$ cat config.mk
export PLATFORM = sky130hd
export DESIGN_NAME = idp_front
export DESIGN_NICKNAME = d
export VERILOG_FILES = /design/src/rtl/idp_pkg.sv /design/src/rtl/idp_front.sv
export SDC_FILE = /design/constraint.sdc
export NUM_CORES = 1
export LEC_CHECK = 0
export BUFFER_PORTS_ARGS = -buffer_cell sky130_fd_sc_hd__buf_2
export CAP_MARGIN = 0
export CORE_ASPECT_RATIO = 0.75
export CORE_MARGIN = 5
export CORE_UTILIZATION = 40
export DETAILED_ROUTE_END_ITERATION = 10
export PLACE_DENSITY = 0.66
export SKIP_CTS_REPAIR_TIMING = 1
export SYNTH_ARGS = -nofsm -noshare
export SYNTH_HDL_FRONTEND = slang
export SYNTH_SLANG_ARGS = --single-unit
$ cat constraint.sdc
create_clock -name clk -period 4.91 [get_ports clk]
set_input_delay 0.7365 -clock clk [delete_from_list [all_inputs] [get_ports clk]]
set_output_delay 0.7365 -clock clk [all_outputs]
set_load 0.01 [all_outputs]
$ cat src/rtl/idp_pkg.sv
// Shared types and constants of the interval depth packer.
package idp_pkg;

	localparam int START_W     = 62;
	localparam int DUR_W       = 63;
	localparam int DEPTH_W     = 6;
	localparam int STATUS_W    = 2;
	localparam int IN_DATA_W   = 128;
	localparam int OUT_DATA_W  = 8;
	localparam int QUEUE_DEPTH = 4;
	localparam int QPTR_W      = $clog2(QUEUE_DEPTH);
	localparam int QCNT_W      = $clog2(QUEUE_DEPTH + 1);

	typedef enum logic [STATUS_W-1:0] {
		STATUS_OK,
		STATUS_ORDER,
		STATUS_FULL
	} idp_status_t;

	typedef enum logic [1:0] {
		KIND_ORDER_ERR,
		KIND_INSTANT,
		KIND_OPEN,
		KIND_TIMED
	} idp_kind_t;

	typedef struct packed {
		idp_kind_t            kind;
		logic [START_W-1:0]   start_time;
		logic [DUR_W-1:0]     end_time;
	} idp_entry_t;

	typedef struct packed {
		logic full;
		logic valid;
	} idp_qstat_t;

endpackage

$ cat src/rtl/idp_front.sv
// Front end: accepts intervals, checks start order and computes end times.
module idp_front import idp_pkg::*; (
	input  logic                 clk,
	input  logic                 arst_n,
	input  logic                 s_tvalid,
	output logic                 s_tready,
	input  logic [IN_DATA_W-1:0] s_tdata,
	input  idp_qstat_t           q_stat,
	output logic                 push,
	output idp_entry_t           push_entry
);

	logic [START_W-1:0] last_start_q;
	logic [START_W-1:0] start_time;
	logic [DUR_W-1:0]   duration;
	logic               out_of_order;

	assign start_time   = s_tdata[START_W-1:0];
	assign duration     = s_tdata[START_W+DUR_W-1:START_W];
	assign out_of_order = start_time < last_start_q;

	assign s_tready = !q_stat.full;
	assign push     = s_tvalid && s_tready;

	always_comb begin
		push_entry.start_time = start_time;
		push_entry.end_time   = {1'b0, start_time} + duration;
		if (out_of_order) begin
			push_entry.kind = KIND_ORDER_ERR;
		end else if (duration == '0) begin
			push_entry.kind = KIND_INSTANT;
		end else if (duration[DUR_W-1]) begin
			push_entry.kind = KIND_OPEN;
		end else begin
			push_entry.kind = KIND_TIMED;
		end
	end

	// Advance the order reference only on an in-order transfer.
	always_ff @(posedge clk or negedge arst_n) begin
		if (!arst_n) begin
			last_start_q <= '0;
		end else if (push && !out_of_order) begin
			last_start_q <= start_time;
		end
	end

endmodule

==> flow_summary.toml <==
[routing]
detail-route-antenna-nets = 0
drc = 0
vias = 7725
wirelength_microns = 25400
wl_per_cell_microns = 18.0
drtIter0Drc = 509
firstDrtPassIters = 7
viasPerCell = 5.46

[place]
io_buffers = 257
dp_slack_ps = 178
post-dp-hpwl_microns = 21700
dp_cells = 1396
place_congestion = 0.960
placed_area_sq_um = 9220

[pwr]
power_density_nw_per_um2 = 375
finalPower_mw = 3.60
peakVddDrop_v = 0.000197
leakage_nw = 4.93

[final_layout]
fin_area_sq_um = 9600
drive_gt1_frac = 0.320
syn2layout_area_growth_pct = 20.1
nFillCells = 1947
largest_reg_flops = 62
final_cells = 1414
fin_nets = 1411
fin_util = 0.493
top_register = "last_start_q"
largestRegisters = "last_start_q: 62 flops"

[clocking]
clock_path_buffers = 2
htreeDepth = 3
cts_root_buffer = "clkbuf_16"
clock_latency_ps = 340
cts.reportedPaths.clkPinSlew_ps = 50
cts_sinks = 62
cts_made_buffers = 9
cts_tree = "yes"

[yosys]
syn_inst = 947
ys_ff_latch = 62
synth_nets = 1204
synth-edff-count = 0
synth_ff_type = "dfrtp_1"
netlist.area_leader.share = 0.194
synth_area_leader_cell = "dfrtp_1"
synth_common_cells = "ha_1, a21oi_1, inv_1"
syn_area_per_cell_sq_um = 8.44
ys_warn_count = 0
yosysMostFrequentCell = "ha_1"
synth_cell_types = 66
synthArstFlopShare = 1.00
synth_area_leaders = "dfrtp_1, ha_1, mux2_2"
yosysSeqAreaShare = 0.194
syn_area_sq_um = 7990

[worst_setup_path]
max_stage_delay_ps = 410
cp_data_required_time_ps = 4170
critical_path_class = "primary input to primary output"
crit_chain = "buf_2 > ha_1 > fa_1 > a21o_1 > a221oi_2 > o21ai_0 > a31oi_1 > o21ai_1 > a31oi_1 > nor2_1 > or3_1 > a21oi_1 > xnor2_1 > buf_2"
critPathBufInv = 2
arrival_ps = 3960
critPathTopFamily = "compound AO/OA/AOI/OAI gates"
worst_setup_path_end_kind = "primary output"
critPathMaxFanout = 4
startpoint_type = "primary input"
cp_slowest_cell = "fa_1"

[worst_hold_path]
hp-class = "primary input to async pin"

[global_routing]
grt_max_degree = 35
antenna_found_initial = 3
grt_usage = 0.215
grt.overflow.total = 0
first_global_vias = 7340
grt_pass1_wl_microns = 40000

[sta]
period_needed_ps = 4700
grt_setup_unrepaired = "false"
period_share = 0.956
hold_violations = 0
clock_skew_ps = 7.31
final_max_slew_viol_count = 0
timing.hold.ws_ps = 487
setup_ws_ps = 215
finalSetupTns_ps = 0
setup_viol = 0
worstMarginPinSlew_ps = 880
max_slew_margin = 0.408
fmax_mhz = 213

[die]
die_area_sq_um = 22900
initial_core_util = 0.410
num_io_pins = 262
rows = 44
core-area_sq_um = 19500
die_y_microns = 132
fp.dieW_microns = 173

[job]
maxCapViolations = 0

[status]
outcome = "complete, no violations"
==> kinds of logic after synthesis <==
kind of cell | count (synthesis) | synth area share
mux | 63 | 0.0886
fa+ha+maj | 124 | 0.195
xor+xnor | 55 | 0.0603
buf+inv | 165 | 0.108
compound gates | 267 | 0.220
flops | 62 | 0.194
simple gates | 211 | 0.134
==> path summary, 6_finish.rpt <==
path	cells past startpoint	start	endpoint	slack, ps
setup / recovery	14	s_tdata[0]	push_entry[32]	210
hold / removal	1	arst_n	last_start_q[30]	490
min in group clk	1	last_start_q[28]	last_start_q[28]	500
max in group asynchronous	2	arst_n	last_start_q[60]	3480
setup reg to reg	13	last_start_q[37]	last_start_q[41]	1060
hold reg to reg	1	last_start_q[28]	last_start_q[28]	500
==> layer usage <==
metal	GRT usage	share of wire	vias up
met5	0	0.00051	-
met4	0.0518	0.016	2
met3	0.0493	0.072	28
met2	0.319	0.42	274
met1	0.315	0.49	3600
li1	-	-	3821
==> power by group <==
part           switching [mW]  leakage (nW)  internal, mW
sequential              0.118         0.738         0.773
combinational            1.02          4.02         0.929
clock                   0.245         0.175         0.514
==> layout by cell type, fill, tap and decap left out, types with 6 or more instances in the layout <==
master	Yosys	final
buf_2	11	257
a31oi_1	7	7
buf_4	62	20
ha_1	123	123
nor4_1	18	18
a21oi_1	84	83
xor2_1	20	20
mux2_2	62	62
nand3_1	13	13
a211oi_1	8	8
o21a_1	12	12
clkbuf_16	0	9
nor3_1	15	15
nand2_1	52	52
o211ai_1	6	6
a21o_1	56	56
o21bai_1	18	18
dfrtp_1	62	62
xnor2_1	35	35
nor2b_1	10	10
nor2_1	43	43
nand4_1	30	30
inv_1	83	83
o21ai_0	36	36
==> layout make-up <==
type | count | area [sq um] | area share
Antenna cell | 2 | 5.00 | 0.000521
Clock inverter | 2 | 60.1 | 0.00625
Timing Repair Buffer | 278 | 1460 | 0.152
Clock buffer | 14 | 294 | 0.0306
Inverter | 83 | 312 | 0.0324
Tap cell | 253 | 317 | 0.0330
Multi-Input combinational cell | 720 | 5610 | 0.584
Sequential cell | 62 | 1550 | 0.162
(Power assumes the default switching activity.)
