File: src/rtl/idp_pkg.sv
// Shared types and constants of the interval depth packer.
package idp_pkg;

	localparam int START_W     = 62;
	localparam int DUR_W       = 63;
	localparam int DEPTH_W     = 6;
	localparam int STATUS_W    = 2;
	localparam int IN_DATA_W   = 128;
	localparam int OUT_DATA_W  = 8;
	localparam int QUEUE_DEPTH = 4;
	localparam int QPTR_W      = $clog2(QUEUE_DEPTH);
	localparam int QCNT_W      = $clog2(QUEUE_DEPTH + 1);

	typedef enum logic [STATUS_W-1:0] {
		STATUS_OK,
		STATUS_ORDER,
		STATUS_FULL
	} idp_status_t;

	typedef enum logic [1:0] {
		KIND_ORDER_ERR,
		KIND_INSTANT,
		KIND_OPEN,
		KIND_TIMED
	} idp_kind_t;

	typedef struct packed {
		idp_kind_t            kind;
		logic [START_W-1:0]   start_time;
		logic [DUR_W-1:0]     end_time;
	} idp_entry_t;

	typedef struct packed {
		logic full;
		logic valid;
	} idp_qstat_t;

endpackage

File: src/rtl/idp_queue.sv
// Short FIFO of classified intervals between front and back end.
module idp_queue import idp_pkg::*; (
	input  logic       clk,
	input  logic       arst_n,
	input  logic       push,
	input  idp_entry_t push_entry,
	input  logic       pop,
	output idp_qstat_t q_stat,
	output idp_entry_t head
);

	idp_entry_t         store_q [QUEUE_DEPTH];
	logic [QPTR_W-1:0]  wr_ptr_q;
	logic [QPTR_W-1:0]  rd_ptr_q;
	logic [QCNT_W-1:0]  count_q;

	assign q_stat.full  = count_q == QCNT_W'(QUEUE_DEPTH);
	assign q_stat.valid = count_q != '0;
	assign head         = store_q[rd_ptr_q];

	always_ff @(posedge clk) begin
		if (push) begin
			store_q[wr_ptr_q] <= push_entry;
		end
	end

	always_ff @(posedge clk or negedge arst_n) begin
		if (!arst_n) begin
			wr_ptr_q <= '0;
			rd_ptr_q <= '0;
			count_q  <= '0;
		end else begin
			if (push) begin
				wr_ptr_q <= wr_ptr_q + 1'b1;
			end
			if (pop) begin
				rd_ptr_q <= rd_ptr_q + 1'b1;
			end
			if (push && !pop) begin
				count_q <= count_q + 1'b1;
			end else if (pop && !push) begin
				count_q <= count_q - 1'b1;
			end
		end
	end

endmodule

File: config.mk
export PLATFORM = sky130hd
export DESIGN_NAME = idp_queue
export DESIGN_NICKNAME = d
export VERILOG_FILES = /design/src/rtl/idp_pkg.sv /design/src/rtl/idp_queue.sv
export SDC_FILE = /design/constraint.sdc
export NUM_CORES = 1
export LEC_CHECK = 0
export BUFFER_PORTS_ARGS = -buffer_cell sky130_fd_sc_hd__buf_4
export CORE_MARGIN = 1
export CORE_UTILIZATION = 61
export DETAILED_ROUTE_END_ITERATION = 10
export MAX_ROUTING_LAYER = met4
export PLACE_DENSITY = 0.84
export SYNTH_ARGS = -nofsm -noshare
export SYNTH_HDL_FRONTEND = slang
export SYNTH_SLANG_ARGS = --single-unit
File: constraint.sdc
create_clock -name clk -period 8.5 [get_ports clk]
set_clock_uncertainty 0.05 [all_clocks]
set_input_delay 1.7 -clock clk [delete_from_list [all_inputs] [get_ports clk]]
set_output_delay 1.7 -clock clk [all_outputs]
set_load 0.03 [all_outputs]
==> results.md <==
| Result | Value | Unit |
| --- | --- | --- |
| Most frequent cell on the critical path | buf_4 | - |
| Number of vias after detailed routing | 8,247 | - |
| Reg2Reg Setup Slack | 5.64 | ns |
| Post-layout min period | 4.97 | ns |
| Hold Violations, Final | 0 | - |
| Standard cell with the maximum stage delay on the critical path | dfrtp_4 | - |
| # H-tree levels | 2 | - |
| Final max-slew violation count | 0 | - |
| Largest net degree at the start of global routing | 89 | - |
| Number of search-and-repair iterations in the first detailed-routing pass | 5 | - |
| Combinational Power Share | 33.9 | % |
| Tightest hold margin | 0.442 | ns |
| Count of flip-flops with a built-in enable after synthesis | 508 | - |
| Num rows | 63 | - |
| Netlist cell types | 19 | - |
| Top post-synthesis cells by area | edfxtp_1 (81%), mux4_2 (15%), dfrtp_1 (0.94%) | - |
| Launching element type of the critical path | flop | - |
| NetSw | 2.80 | mW |
| Setup CP Type | reg -> out | - |
| Part of the Yosys area used for sequential elements | 82.4 | % |
| Setup repair after global routing missed its margin | false | - |
| Gr usage total | 23.3 | % |
| Leading post-synthesis cells by instance count | edfxtp_1 (508), mux4_2 (127), buf_2 (13), buf_6 (13), dfrtp_1 (7) | - |
| Remaining global-route overflow | 0 | - |
| Required arrival time at the worst endpoint | 6.75 | ns |
| Proportion of netlist area held by the largest area contributor | 81.4 | % |
| Post-layout power | 8.55 | mW |
| Aggregate negative setup slack | 0 | ns |
| Number of violations of the max-capacitance limit | 0 | - |
| Arr. time, crit path | 3.22 | ns |
| Count of placed standard cells in the final layout, fillers left out | 1,418 | - |
| Wire length of the first global-routing pass | 51,800 | um |
| Post-detailed-route count of antenna-violating nets | 0 | - |
| Initial Utilization | 62.5 | % |
| Cts repair resizes | 0 | - |
| Source-to-sink clock delay at the later pin of the worst-skew pair | 0.55 | ns |
| Final routed wire length divided by cell count | 24.5 | um |
| TritonCTS Buffers | 49 | - |
| Slew headroom | 25.4 | % |
| TritonCTS clock tree | done | - |
| Min setup slack post-route | 3.53 | ns |
| Proportion of power drawn by flip-flops and latches | 41.7 | % |
| Hold-fix buffers at CTS | 0 | - |
| Most common cell in the synthesized netlist | edfxtp_1 | - |
| Highest achievable clock rate | 201 | MHz |
| Type of the tightest min-delay check | reg -> reg | - |
| Post-CTS Setup Inserts | 0 | - |
| Synth-to-layout area growth | 20.5 | % |
| Global placement routability congestion | 0.731 | - |
| Maximum net fanout on the critical path | 66 | - |
| Die ar. | 0.0314 | sq mm |
| Buffer type at the clock tree root | clkbuf_16 | - |
| Worst-margin pin slew | 1.12 | ns |
| Yosys top cell by area | edfxtp_1 | - |
| Share of total power in the clock network | 24.4 | % |
| Cell count after placement | 1,324 | - |
| Post-synth ARST share | 1.36 | % |
| Final core utilization | 75.4 | % |
| Net Count, Synth | 834 | - |
| Routed wire length | 34,800 | um |
| Total number of clock tree sinks | 515 | - |
| Die extent in y | 177 | um |
| Leakage power figure | 7.72 | nW |
| Share of cells above drive strength 1 | 45.8 | % |
| Number of buffers on the longest clock path | 3 | - |
| Vias per cell | 5.82 | - |
| Run status | completed | - |
| Delay contributed by the slowest stage of the critical path | 1.06 | ns |
| Period Utilization, post-route | 58.5 | % |
| Core Box Area | 0.0300 | sq mm |
| Die boundary width | 177 | um |
| Worst supply voltage drop on vdd | 0.278 | mV |
| Cell Int Power | 5.75 | mW |
| Gate count after technology mapping | 697 | - |
| CP cell instances | buf_4, mux4_2, buf_4 | - |
| Cell Area, Synth | 0.0187 | sq mm |
| Port bufs | 259 | - |
| HPWL after detailed placement | 19,900 | um |
| Initial antenna violation count | 3 | - |
| Drt first-iter violations | 710 | - |
| Post-route DRC | 0 | - |
| Number of top-level pins | 260 | - |
| Most used flip-flop cell after synthesis | edfxtp_1 | - |
| Power density relative to cell area | 379 | mW/mm^2 |
| Clock-pin slew on the worst setup and hold paths | 0.06 | ns |
| Final setup violation count | 0 | - |
| Mean instance size in the synthesized netlist | 26.9 | sq um |
| Post-Layout Inst Area | 0.0226 | sq mm |
| Net count reported at finish | 1,122 | - |
| Syn. warnings | 0 | - |
| Post-placement worst setup slack | 4.12 | ns |
| Sort of element at the end of the critical path | output pin | - |
| Placement-stage cell area | 0.0210 | sq mm |
| Flip-flop and latch count after synthesis | 515 | - |
| Vias in the first global route | 8,811 | - |
| Net switching fraction of the power | 32.8 | % |
-- area by class of cell --
cell class,instances,area [sq um]
timing repair buffer,265,2000
inverter,4,15.0
clock buffer,64,1330
multi-input combinational,150,3070
sequential,515,15400
clock inverter,27,231
antenna,3,7.51
tap,390,488
fill,1588,7380
-- critical path, delay by kind of cell, from the launching register on --
family | cells | cell delay, ns
buffers and inverters | 2 | 1.05
muxes | 1 | 0.44
DFF | 1 | 1.06
-- state kept, by name, summed over array words and instances (netlist names) --
signal    flops
count_q       3
rd_ptr_q      2
wr_ptr_q      2
store_q     508
-- power groups by stage --
stage / Clock, mW / Sequential, mW / Combinational [mW]
after floorplan: 0 / 3.50 / 2.11
after global placement: 0 / 3.58 / 2.91
after detailed placement: 0 / 3.62 / 2.94
after CTS: 2.12 / 3.57 / 2.96
after global routing: 2.22 / 3.61 / 3.04
final: 2.09 / 3.56 / 2.90
-- placed cells by master, fill, tap and decap left out, types with 5 or more instances in the layout --
cell       Yosys  routed
buf_4          1     264
clkbuf_1       1      13
clkbuf_16      0      51
clkinv_1       0       8
clkinv_2       0      13
dfrtp_1        7       5
edfxtp_1     508     508
ha_1           5       5
mux4_2       127     127
-- kinds of logic (layout without fill, tap and decap cells) --
group                    count (synthesis)  after routing  share of synthesized area, %
XOR/XNOR                                 6              6                         0.281
multiplexers                           128            128                          15.3
AO/OA/AOI/OAI                            1              1                        0.0267
buffers and inverters                   32            360                          1.27
other                                    0              3                             0
flip-flops                             515            515                          82.4
AND/OR/NAND/NOR                          9              9                         0.267
adder cells (fa/ha/maj)                  6              6                         0.441
-- path summary, 6_finish.rpt --
kind / from / endpoint / cells past startpoint
min: count_q[2] / count_q[2] / 1
min in group asynchronous: arst_n / count_q[0] / 1
max in group asynchronous: arst_n / rd_ptr_q[1] / 1
max: rd_ptr_q[1] / head[107] / 3
max reg2reg: wr_ptr_q[0] / store_q[2][20] / 4
min reg2reg: count_q[2] / count_q[2] / 1
-- metal layers --
metal | part of all wire (%) | GRT usage [%]
met5 | 0 | -
met3 | 6.6 | 5.13
met4 | 2.2 | 6.79
met1 | 39 | 30.1
met2 | 52 | 37.8
Power figures use the tool's default switching activity.
